$ cat config.mk
export PLATFORM = sky130hd
export DESIGN_NAME = cso_accum
export DESIGN_NICKNAME = d
export VERILOG_FILES = /design/src/rtl/cso_pkg.sv /design/src/rtl/cso_accum.sv
export SDC_FILE = /design/constraint.sdc
export NUM_CORES = 2
export LEC_CHECK = 0
export BUFFER_PORTS_ARGS = -buffer_cell sky130_fd_sc_hd__buf_2
export CAP_MARGIN = 0
export CORE_MARGIN = 5
export CORE_UTILIZATION = 59
export CTS_CLUSTER_DIAMETER = 100
export DETAILED_ROUTE_END_ITERATION = 12
export GPL_ROUTABILITY_DRIVEN = 0
export PLACE_DENSITY = 0.77
export SYNTH_ARGS = -nofsm -noshare
export SYNTH_HDL_FRONTEND = slang
export SYNTH_SLANG_ARGS = --single-unit
$ cat constraint.sdc
create_clock -name clk -period 12.6 [get_ports clk]
set_input_delay 1.89 -clock clk [delete_from_list [all_inputs] [get_ports clk]]
set_output_delay 1.89 -clock clk [all_outputs]
set_load 0.05 [all_outputs]
$ cat src/rtl/cso_pkg.sv
// Shared types and constants for the filtered cosine similarity block.
// Used by the accumulator front end, the finish unit and the top level.
package cso_pkg;

  localparam int ValueWidth = 24;
  localparam int LimitWidth = 11;
  localparam int SimWidth = 17;
  localparam int SumWidth = 64;
  localparam int RootWidth = 32;
  localparam int DefaultFractionBits = 12;
  localparam int DefaultMaxElements = 4096;
  localparam logic [LimitWidth-1:0] LimitReset = 11'd1000;
  localparam logic [0:0] RegOutlierLimit = 1'b0;

  typedef struct packed {
    logic signed [SumWidth-1:0] dot;
    logic [SumWidth-1:0] psq;
    logic [SumWidth-1:0] gsq;
  } sums_t;

  typedef enum logic [2:0] {
    FinIdle,
    FinRoot,
    FinMul,
    FinDiv,
    FinOut
  } fin_state_t;

endpackage

$ cat src/rtl/cso_accum.sv
// Front end: classifies element pairs and accumulates the three saturating sums.
// Depends on cso_pkg. Hands finished sums to a two-entry queue on the last pair.
module cso_accum #(
  parameter int FractionBits = cso_pkg::DefaultFractionBits
) (
  input  logic clk,
  input  logic rst,
  input  logic in_valid,
  output logic in_ready,
  input  logic signed [cso_pkg::ValueWidth-1:0] probe_value,
  input  logic signed [cso_pkg::ValueWidth-1:0] gallery_value,
  input  logic probe_nan,
  input  logic gallery_nan,
  input  logic last,
  input  logic [cso_pkg::LimitWidth-1:0] limit,
  output logic q_valid,
  input  logic q_ready,
  output cso_pkg::sums_t q_sums
);
  localparam int MagWidth = cso_pkg::ValueWidth;
  localparam int BoundWidth = cso_pkg::LimitWidth + FractionBits;
  localparam int CmpWidth = BoundWidth + MagWidth;
  localparam int PW = 2 * MagWidth;

  cso_pkg::sums_t acc;
  cso_pkg::sums_t fifo [2];
  logic wp, rp;
  logic [1:0] count;
  logic [MagWidth-1:0] pm, gm;
  logic [BoundWidth-1:0] bound;
  logic p_ok, g_ok, sgn;
  logic [PW-1:0] pg, pp, gg;
  logic [cso_pkg::SumWidth-1:0] dot_u, room, psum, gsum;
  logic [cso_pkg::SumWidth:0] pwide, gwide;
  cso_pkg::sums_t acc_next;
  logic push, pop;

  assign pm = probe_value[MagWidth-1] ? MagWidth'(-probe_value) : probe_value;
  assign gm = gallery_value[MagWidth-1] ? MagWidth'(-gallery_value) : gallery_value;
  assign bound = {limit, FractionBits'(0)};
  assign p_ok = !probe_nan && (CmpWidth'(pm) <= CmpWidth'(bound));
  assign g_ok = !gallery_nan && (CmpWidth'(gm) <= CmpWidth'(bound));
  assign sgn = probe_value[MagWidth-1] ^ gallery_value[MagWidth-1];
  assign pg = pm * gm;
  assign pp = pm * pm;
  assign gg = gm * gm;

  always_comb begin
    acc_next = acc;
    dot_u = acc.dot;
    if (p_ok && g_ok) begin
      if (sgn) begin
        room = dot_u - {1'b1, 63'd0};
        if (cso_pkg::SumWidth'(pg) >= room) acc_next.dot = {1'b1, 63'd0};
        else acc_next.dot = dot_u - cso_pkg::SumWidth'(pg);
      end else begin
        room = {1'b0, {63{1'b1}}} - dot_u;
        if (cso_pkg::SumWidth'(pg) >= room) acc_next.dot = {1'b0, {63{1'b1}}};
        else acc_next.dot = dot_u + cso_pkg::SumWidth'(pg);
      end
    end else begin
      room = '0;
    end
    pwide = {1'b0, acc.psq} + (cso_pkg::SumWidth+1)'(pp);
    gwide = {1'b0, acc.gsq} + (cso_pkg::SumWidth+1)'(gg);
    psum = pwide[cso_pkg::SumWidth] ? '1 : pwide[cso_pkg::SumWidth-1:0];
    gsum = gwide[cso_pkg::SumWidth] ? '1 : gwide[cso_pkg::SumWidth-1:0];
    if (p_ok) acc_next.psq = psum;
    if (g_ok) acc_next.gsq = gsum;
  end

  assign in_ready = count != 2'd2;
  assign push = in_valid && in_ready && last;
  assign pop = q_valid && q_ready;
  assign q_valid = count != 2'd0;
  assign q_sums = fifo[rp];

  always_ff @(posedge clk) begin
    if (rst) begin
      acc <= '0;
      wp <= 1'b0;
      rp <= 1'b0;
      count <= '0;
    end else begin
      if (in_valid && in_ready) acc <= last ? '0 : acc_next;
      if (push) wp <= !wp;
      if (pop) rp <= !rp;
      count <= count + 2'(push) - 2'(pop);
    end
  end

  always_ff @(posedge clk) begin
    if (push) fifo[wp] <= acc_next;
  end

  assert property (@(posedge clk) disable iff (rst) count != 2'd3)
    else $error("queue count overflow");
  assert property (@(posedge clk) disable iff (rst) push |=> q_valid)
    else $error("pushed sums not visible");
  assert property (@(posedge clk) disable iff (rst) (in_valid && in_ready && last) |=> acc == '0)
    else $error("sums not cleared after last");
endmodule

==> reports/summary.txt <==
======================================================================================
Run status                                                                finished, violations left
Violated checks                                                           setup timing
Starting DRC count in detailed routing                                            7912
Clock skew                                                                   0.0553 ns
Max Slew Vio Count                                                                   0
Data required time at the worst endpoint                                      12.97 ns
Area growth, synth to finish                                                     16.3%
Count of TritonRoute iterations in the first routing pass                           10
Overall via count from detail_route                                              73610
Sinks on the clock net                                                             581
Class of the most critical hold timing path                               flop to flop
Pin slew with the least headroom to its limit                                  1.37 ns
Final number of hold-violating endpoints                                             0
Register bit total from synthesis                                                  581
Port Buf Inserts                                                                   259
Main flop type after synthesis                                                edfxtp_1
Number of rows created at floorplan                                                139
Master cell of the clock root buffer                                         clkbuf_16
Area of the die                                                             153000 um2
Per-cell routed wire length                                                    22.8 um
Unrepaired setup endpoints after global routing                                    yes
Pin count of the biggest net entering global routing                                96
Count of final setup violators                                                      19
Final WL                                                                     277000 um
Detail Route Antenna Nets                                                            0
Layout Utilization                                                               69.2%
Minimum clock period                                                          12.65 ns
Setup WS post-layout                                                        -0.0484 ns
Worst rel slew slack                                                             8.59%
Initial antenna violation count                                                     18
First-pass GRT wire length                                                   426000 um
Post-synthesis cell area                                                     85700 um2
Synthesis Warnings                                                                   0
Clock Latency Late Sink                                                        0.68 ns
Kind of critical path                                                     input port to flop
Total CTS buffers                                                                   59
DRC violations left                                                                  0
Max H-tree Level                                                                     2
Count of filler cells inserted in the layout                                     10476
Most frequent cells in the layout                                         inv_1, fa_1, buf_4, nand2_1, nor2_1
Async set or reset register ratio after synthesis                                   0%
Global routing's busiest layer                                                    met2
Number of top-level pins                                                           260
Critical path capture point type                                                  flop
Clock transition at the registers of the reported paths                        0.06 ns
Tcrit/Tclk final                                                                  100%
Vias in the first global route                                                   77066
Met1 layer usage reported by global route                                        42.3%
Number of vias per cell                                                           6.04
Die span in x                                                                   391 um
Global route overflow                                                                0
Met3 usage in global routing                                                     10.4%
Die Span Y                                                                      391 um
Post-DP HPWL                                                                 223000 um
Buffers from clock root to sink, at most                                             3
Starting density of the core                                                     59.5%
Fraction of final layout cells with drive strength greater than 1                18.2%
Share of synthesized area occupied by flip-flops and latches                     18.1%
Core box area                                                               144000 um2
Critical path arrival                                                         13.01 ns
Final layout net count                                                           12397
Worst path slowest cell                                                           fa_2
Overall routing resource usage                                                   35.7%
Number of distinct standard cells referenced by the synthesized netlist             96
Fmax achieved                                                               0.0791 GHz
Worst slack, placed                                                           -1.12 ns
Max-cap violation count                                                              0
Largest driver fanout on the critical path                                           9
Clock tree from TritonCTS                                                        built
Met2 GRT Util                                                                    57.5%
Commonest non-fill, non-tap cell in the layout                                   inv_1
Avg Inst Size Synth                                                           9.20 um2
Peak per-stage delay on the critical path                                      0.59 ns
Number of enable-type register cells in the synthesized netlist                    384
Syn Inst Count                                                                    9320
Critical path startpoint category                                           input port
Cell seen most often among critical-path stages                                   fa_1
======================================================================================
==> metrics by stage <==
step	hold slack (ns)	std cells	area (um2)	TNS [ns]
after floorplan	0.442	9352	86000	0
after global placement	0.456	12010	95700	-110.19
after detailed placement	0.461	12010	95700	-173.37
after CTS	0.476	12123	97900	0
after global routing	0.482	12173	99700	-32.81
final	0.478	12180	99700	-0.358
==> per-layer routing <==
metal / vias to the layer above / routed length, um
met3: 1455 / 33300
met5: - / 260
met2: 4764 / 126000
li1: 31659 / -
met1: 35714 / 95000
met4: 18 / 23000
==> layout make-up <==
type / instances / area (um2) / area share, %
clock inverter: 29 / 319 / 0.320
sequential: 581 / 15500 / 15.5
clock buffer: 83 / 1690 / 1.69
tap: 1903 / 2380 / 2.39
timing repair buffer: 1242 / 9220 / 9.25
inverter: 1868 / 7020 / 7.04
multi-input combinational: 6464 / 63600 / 63.8
antenna: 10 / 25.0 / 0.0251
==> registers in the layout (all words and copies together) (netlist names), named ones only <==
register  cells
count         2
wp            1
rp            1
acc         128
dot_u        64
fifo        384
==> kinds of logic (layout without fill, tap and decap cells) <==
kind of cell,Yosys count,count (layout),share of synthesized area (%)
AND/OR/NAND/NOR,2365,2365,11.8
flip-flops,581,581,18.1
AO/OA/AOI/OAI,1521,1521,11.7
adder cells (fa/ha/maj),2115,2115,43.3
other,2,44,0.00876
multiplexers,209,209,2.73
buffers and inverters,2307,3222,10.2
XOR/XNOR,220,220,2.28
==> worst max-delay path, delay by kind of cell <==
| family | cells | cell delay (ns) |
|---|---|---|
| compound gates | 14 | 3.27 |
| buf+inv | 9 | 1.24 |
| simple gates | 8 | 1.97 |
| fa+ha+maj | 9 | 4.25 |
| xor+xnor | 2 | 0.39 |
==> worst paths after layout <==
path	from	cells past startpoint	to	slack, ns
setup / recovery	probe_value[14]	42	fifo[0][174]	-0.05
hold / removal	acc[108]	1	acc[108]	0.48
setup reg to reg	acc[78]	19	acc[85]	5.81
hold reg to reg	acc[108]	1	acc[108]	0.48
==> Yosys cell counts, types with 28 or more instances <==
| cell | count | area [um2] |
|---|---|---|
| o21ai_0 | 294 | 1470 |
| o31ai_1 | 51 | 383 |
| a21oi_1 | 412 | 2060 |
| nand2_1 | 920 | 3450 |
| o211ai_1 | 34 | 255 |
| nand4_1 | 56 | 350 |
| dfxtp_1 | 197 | 3940 |
| ha_1 | 699 | 8750 |
| a21o_1 | 126 | 946 |
| nor3_1 | 91 | 455 |
| and3_1 | 57 | 357 |
| a31oi_1 | 118 | 738 |
| xor2_1 | 96 | 841 |
| nor4_1 | 34 | 213 |
| inv_1 | 1846 | 6930 |
| nor2_1 | 905 | 3400 |
| nand3_1 | 87 | 435 |
| a211oi_1 | 37 | 278 |
| clkbuf_1 | 381 | 1430 |
| nor2b_1 | 40 | 250 |
| mux2_2 | 201 | 2260 |
| fa_1 | 1416 | 28300 |
| o21bai_1 | 48 | 360 |
| nand2b_1 | 38 | 238 |
| xnor2_1 | 122 | 1070 |
| buf_1 | 34 | 128 |
| and2_1 | 37 | 231 |
| edfxtp_1 | 384 | 11500 |
| o21a_1 | 39 | 293 |
| or3_1 | 28 | 175 |
| a22o_1 | 95 | 832 |
==> repair_timing <==
item,in CTS,in global routing
setup buffers,1,48
endpoints found under the setup margin,187,193
cloned,0,1
hold buffers,0,0
pin swaps,6,101
gates resized for setup,29,315
Power is not shown: default switching activity piles up to over one toggle a cycle in this logic, so the estimate is an artifact.
