**config.mk**
```make
export PLATFORM = sky130hd
export DESIGN_NAME = cso_finish
export DESIGN_NICKNAME = d
export VERILOG_FILES = /design/src/rtl/cso_pkg.sv /design/src/rtl/cso_finish.sv
export SDC_FILE = /design/constraint.sdc
export NUM_CORES = 2
export LEC_CHECK = 0
export BUFFER_PORTS_ARGS = -buffer_cell sky130_fd_sc_hd__buf_4
export CAP_MARGIN = 0
export CORE_MARGIN = 8
export CORE_UTILIZATION = 35
export CTS_BUF_LIST = sky130_fd_sc_hd__clkbuf_4 sky130_fd_sc_hd__clkbuf_8
export CTS_CLUSTER_SIZE = 12
export DETAILED_ROUTE_END_ITERATION = 10
export PLACE_DENSITY_LB_ADDON = 0.1
export SLEW_MARGIN = 20
export SYNTH_ARGS = -nofsm -noshare
export SYNTH_HDL_FRONTEND = slang
export SYNTH_SLANG_ARGS = --single-unit
```
**constraint.sdc**
```tcl
create_clock -name clk -period 25 [get_ports clk]
set_clock_uncertainty 0.1 [all_clocks]
set_input_delay 2.5 -clock clk [delete_from_list [all_inputs] [get_ports clk]]
set_output_delay 2.5 -clock clk [all_outputs]
set_load 0.03 [all_outputs]
```
**src/rtl/cso_pkg.sv**
```systemverilog
// Shared types and constants for the filtered cosine similarity block.
// Used by the accumulator front end, the finish unit and the top level.
package cso_pkg;

  localparam int ValueWidth = 24;
  localparam int LimitWidth = 11;
  localparam int SimWidth = 17;
  localparam int SumWidth = 64;
  localparam int RootWidth = 32;
  localparam int DefaultFractionBits = 12;
  localparam int DefaultMaxElements = 4096;
  localparam logic [LimitWidth-1:0] LimitReset = 11'd1000;
  localparam logic [0:0] RegOutlierLimit = 1'b0;

  typedef struct packed {
    logic signed [SumWidth-1:0] dot;
    logic [SumWidth-1:0] psq;
    logic [SumWidth-1:0] gsq;
  } sums_t;

  typedef enum logic [2:0] {
    FinIdle,
    FinRoot,
    FinMul,
    FinDiv,
    FinOut
  } fin_state_t;

endpackage

```
**src/rtl/cso_finish.sv**
```systemverilog
// Back end: iterative square roots, norm product and 15-bit quotient.
// Depends on cso_pkg. Takes sums from the queue, holds the result in an output register.
module cso_finish (
  input  logic clk,
  input  logic rst,
  input  logic q_valid,
  output logic q_ready,
  input  cso_pkg::sums_t q_sums,
  output logic out_valid,
  input  logic out_ready,
  output logic [cso_pkg::SimWidth-1:0] out_sim,
  output logic out_zero
);
  localparam int SW = cso_pkg::SumWidth;
  localparam int RW = cso_pkg::RootWidth;

  cso_pkg::fin_state_t state, state_next;
  logic [SW-1:0] prem, proot, pbit, grem, groot, gbit;
  logic [SW-1:0] mag, den, r;
  logic [15:0] q;
  logic [3:0] step;
  logic neg;
  logic [SW-1:0] ps, gs;
  logic [SW:0] r2;
  logic ld, rs, dv;

  assign ps = proot + pbit;
  assign gs = groot + gbit;
  assign r2 = {r, 1'b0};
  assign q_ready = state == cso_pkg::FinIdle;

  always_comb begin
    state_next = state;
    ld = 1'b0; rs = 1'b0; dv = 1'b0;
    unique case (state)
      cso_pkg::FinIdle: if (q_valid) begin state_next = cso_pkg::FinRoot; ld = 1'b1; end
      cso_pkg::FinRoot: begin
        rs = 1'b1;
        if (pbit[SW-1:2] == '0 && gbit[SW-1:2] == '0) state_next = cso_pkg::FinMul;
      end
      cso_pkg::FinMul: state_next = cso_pkg::FinDiv;
      cso_pkg::FinDiv: begin
        dv = 1'b1;
        if (den == '0 || mag >= den || step == 4'd14) state_next = cso_pkg::FinOut;
      end
      cso_pkg::FinOut: if (!out_valid || out_ready) state_next = cso_pkg::FinIdle;
      default: state_next = cso_pkg::FinIdle;
    endcase
  end

  always_ff @(posedge clk) begin
    if (rst) begin
      state <= cso_pkg::FinIdle;
      out_valid <= 1'b0;
    end else begin
      state <= state_next;
      if (out_valid && out_ready) out_valid <= 1'b0;
      if (state == cso_pkg::FinOut && (!out_valid || out_ready)) out_valid <= 1'b1;
    end
  end

  always_ff @(posedge clk) begin
    if (ld) begin
      prem <= q_sums.psq; grem <= q_sums.gsq;
      proot <= '0; groot <= '0;
      pbit <= {2'b01, 62'd0}; gbit <= {2'b01, 62'd0};
      neg <= q_sums.dot[SW-1];
      mag <= q_sums.dot[SW-1] ? SW'(-q_sums.dot) : SW'(q_sums.dot);
    end
    if (rs) begin
      if (pbit != '0) begin
        if (pbit > prem && proot == '0) begin
        end else if (prem >= ps) begin
          prem <= prem - ps; proot <= (proot >> 1) + pbit;
        end else proot <= proot >> 1;
        pbit <= pbit >> 2;
      end
      if (gbit != '0) begin
        if (gbit > grem && groot == '0) begin
        end else if (grem >= gs) begin
          grem <= grem - gs; groot <= (groot >> 1) + gbit;
        end else groot <= groot >> 1;
        gbit <= gbit >> 2;
      end
    end
    if (state == cso_pkg::FinMul) begin
      den <= RW'(proot) * RW'(groot);
      r <= mag; q <= '0; step <= '0;
    end
    if (dv) begin
      step <= step + 4'd1;
      if (den != '0 && mag < den) begin
        if (r2[SW] || r2[SW-1:0] >= den) begin
          r <= r2[SW-1:0] - den; q <= {q[14:0], 1'b1};
        end else begin
          r <= r2[SW-1:0]; q <= {q[14:0], 1'b0};
        end
      end
    end
    if (state == cso_pkg::FinOut && (!out_valid || out_ready)) begin
      out_zero <= den == '0;
      if (den == '0) out_sim <= '0;
      else if (mag >= den) out_sim <= neg ? -17'sd32768 : 17'd32768;
      else out_sim <= neg ? -{1'b0, q} : {1'b0, q};
    end
  end

  assert property (@(posedge clk) disable iff (rst) q_valid && q_ready |=> state == cso_pkg::FinRoot)
    else $error("load did not start");
  assert property (@(posedge clk) disable iff (rst) state == cso_pkg::FinDiv |-> step <= 4'd14)
    else $error("divide overrun");
  assert property (@(posedge clk) disable iff (rst) out_valid && !out_ready |=> out_valid)
    else $error("result lost");
endmodule

```
==> metrics.log <==
INFO  metric status = finished clean
INFO  metric synthTopCellsByCount = nand2_1, inv_1, fa_1, ha_1, a21oi_1
INFO  metric element_type_at_the_critical_path_start = flip-flop
INFO  metric cts_max_path_buffers = 3
INFO  metric floorplan.io_pins = 216
INFO  metric max_clock_freq = 108.1 MHz
INFO  metric power_leakage = 0.04519 uW
INFO  metric io_buffers = 215
INFO  metric slew_viol_final = 0
INFO  metric globalplace.congestion = 0.9034
INFO  metric yosys_warnings = 0
INFO  metric synth_cells = 10770
INFO  metric h-tree-depth = 4
INFO  metric die_area = 268100 um^2
INFO  metric areaGrowthSynthToFinish = 8.873%
INFO  metric layout_setup_ws = 15750 ps
INFO  metric finalSetupTns = 0 ps
INFO  metric layout_min_cycle_time = 9254 ps
INFO  metric synth.yosys.seq_area_share = 15.78%
INFO  metric count_of_fill_cells_added_during_filler_insertion = 26110
INFO  metric ys_types = 87
INFO  metric initial_utilization = 35.11%
INFO  metric p_sw_share = 54.01%
INFO  metric sequential_standard_cell_area = 13910 um^2
INFO  metric initial_drt_pass_iterations = 5
INFO  metric final_cells = 14150
INFO  metric fin_worst_hold_slack = 366.8 ps
INFO  metric clkLatencyLatePin = 940 ps
INFO  metric synth_area_leaders = fa_1, ha_1, dfxtp_1, nand2_1, edfxtp_1
INFO  metric numCtsBuffers = 136
INFO  metric arrival_time_of_data_at_the_critical_path_endpoint = 9790 ps
INFO  metric switchingPower = 5645 uW
INFO  metric synth_nets = 12770
INFO  metric timing.hold.worst.class = reg -> reg
INFO  metric worstPathMaxFanout = 35
INFO  metric grt_use_total = 22.11%
INFO  metric ys_seq_elements = 619
INFO  metric pin_count_of_the_biggest_net_entering_global_routing = 150
INFO  metric global_route.overflow_total = 0
INFO  metric cts.reportedPaths.clkPinSlew = 60 ps
INFO  metric crit_path_top_delay_cell = fa_1
INFO  metric core = 250900 um^2
INFO  metric clock_tree_from_tritoncts = done
INFO  metric cellInternalPower = 4807 uW
INFO  metric setup_repair_after_global_routing_missed_its_margin = false
INFO  metric comb_pwr_share = 71.8%
INFO  metric dominantRegCellSynth = dfxtp_1
INFO  metric power.density_cell_area = 108.9 nW/um^2
INFO  metric post-synth-top-area-fraction = 20.52%
INFO  metric die_height = 517.8 um
INFO  metric totalWireLength = 305400 um
INFO  metric cp_data_required_time = 25530 ps
INFO  metric dpl.cell_count = 13890
INFO  metric drtAntennaViolNets = 0
INFO  metric number_of_antenna_violations_at_the_first_check_in_global_routing = 8
INFO  metric syn-cell-area = 88110 um^2
INFO  metric wire_per_inst = 21.59 um
INFO  metric number_of_violations_of_the_max_capacitance_limit = 0
INFO  metric critPathCaptureType = flip-flop
INFO  metric finalNetCount = 12680
INFO  metric route.detailed.drc = 0
INFO  metric synth_edf_count = 151
INFO  metric number_of_global_route_vias_before_repair = 77500
INFO  metric drt_iter0_markers = 4993
INFO  metric std_cell_rows = 184
INFO  metric setup_violations = 0
INFO  metric fp.dieW = 517.8 um
INFO  metric timing.critical_path.buf_inv = 3
INFO  metric power.clock.fraction = 12.1%
INFO  metric setup_fix_buffers_added_after_clock_tree_synthesis = 0
INFO  metric synth.most_common_cell = nand2_1
INFO  metric post_drt_via_cell_ratio = 5.405
INFO  metric worst_slack_at_placement = 15770 ps
INFO  metric tightestPinTransition = 1133 ps
INFO  metric worst_ir_drop_vdd = 0.0001015 V
INFO  metric detailedPlacementHpwl = 234900 um
INFO  metric worst_path_dominant_cell_family = adder cells
INFO  metric cpPeakStageDelay = 560 ps
INFO  metric cts-resized-gates = 0
INFO  metric worst_slew_margin_relative_to_its_limit = 24.48%
INFO  metric cts_num_sinks = 619
INFO  metric cts.hold.buffers_added = 0
INFO  metric period_share = 37.02%
INFO  metric avgSynthCellArea = 8.183 um^2
INFO  metric p_seq_share = 16.1%
INFO  metric final_layout_size_suffix_gt1_share = 6.283%
INFO  metric cells_traversed_along_the_worst_timing_path = buf_4 > and2_1 > fa_1 > fa_1 > inv_1 > fa_1 > fa_1 > inv_1 > fa_1 > fa_1 > fa_1 > fa_1 > ha_1 > nand4_1 > nor2_1 > nand3_1 > or4_1 > a31oi_1 > o41ai_1 > o31ai_1 > nand3_1 > o221a_2 > o211a_1 > a311o_1
INFO  metric total_area_of_multi_input_combinational_cells = 67720 um^2
INFO  metric post-synth-top-area-cell = fa_1
INFO  metric critPathMostFrequentCell = fa_1
INFO  metric timing.setup.critical_path_class = reg -> reg
INFO  metric num_vias = 76460
INFO  metric async_reset_ff_share = 0%
INFO  metric cts_root_buf = clkbuf_8
INFO  metric final_hold_viol_count = 0
INFO  metric grt_first_pass_wirelength = 470000 um
[layer usage]
layer	part of all wire (%)	up-vias	track usage (%)	wire length, um
met5	0.0043	-	0	13
met4	2.5	2	5.634	7701
met3	4.9	376	2.801	15060
met2	46	2007	36.44	139900
met1	47	37580	30.70	142800
li1	-	36500	-	-
[logic make-up after synthesis]
group	after synthesis	synth area share, %
compound gates	2639	18.86
mux	74	0.8435
flops	619	15.78
fa+ha+maj	1806	33.34
buf+inv	1767	7.532
simple gates	3328	18.33
xor+xnor	535	5.318
[cell type report]
type,instances,share of cell area [%]
inverters,1195,4.686
well taps,3348,4.367
clock buffers,193,2.573
multi-input cells,8382,70.59
clock inverters,56,0.5230
repair buffers,346,2.742
flip-flops and latches,619,14.50
diodes,7,0.01826
[registers in the layout (all words and copies together), names as in the netlist, 3 cells and up]
signal,count
proot,64
groot,64
r,64
out_sim,17
state,3
pbit,64
mag,64
step,4
grem,64
q,16
prem,64
den,64
gbit,64
[final timing paths]
| path | from | end | slack [ps] | depth (start not counted) |
|---|---|---|---|---|
| worst max-delay path | proot[18]$_DFF_P_ | den[56]$_DFFE_PP_ | 15750 | 24 |
| worst min-delay path | pbit[13]$_DFF_P_ | pbit[11]$_DFF_P_ | 370 | 2 |
| worst min register to register | pbit[13]$_DFF_P_ | pbit[11]$_DFF_P_ | 370 | 2 |
| worst max register to register | proot[18]$_DFF_P_ | den[56]$_DFFE_PP_ | 15750 | 24 |
[worst register-to-register path, cell delays in order (launching register included)]
cell and delay (ps):
dfxtp_1 470, buf_4 520, and2_1 290, fa_1 450, fa_1 560, inv_1 60
fa_1 510, fa_1 520, inv_1 60, fa_1 550, fa_1 440, fa_1 510
fa_1 420, ha_1 470, nand4_1 140, nor2_1 150, nand3_1 80, or4_1 460
a31oi_1 500, o41ai_1 240, o31ai_1 440, nand3_1 170, o221a_2 350, o211a_1 210
a311o_1 310
[stage by stage]
stage	cell area [um^2]	total power [uW]	util, %
global placement	92880	9093	37.01
floorplan	88110	6803	-
finish	95930	10450	38.23
CTS	95890	10490	38.21
global route	95930	11380	38.23
detailed placement	92920	9137	37.03
[power groups by stage]
stage,clock network [uW],registers [uW],logic [uW]
floorplan,0,1560,5240
global placement,0,1700,7400
detailed placement,0,1700,7440
CTS,1320,1680,7490
global route,1360,1720,8310
finish,1260,1680,7500
[cell usage in the layout (no fill, tap or decap), types with 92 or more instances in the layout]
cell         n
nor4_1     104
buf_4      344
nand4_1    173
nand2_1   1291
clkbuf_8   163
a211oi_1   160
inv_1     1192
and2_1     627
fa_1       903
o21ai_0    586
dfxtp_1    462
nor2_1     503
a21oi_1    763
ha_1       903
xor2_1     201
a31oi_1    136
a21o_1     445
xnor2_1    334
edfxtp_1   151
o21bai_1    92
nand3_1    197
(Power assumes the default switching activity.)
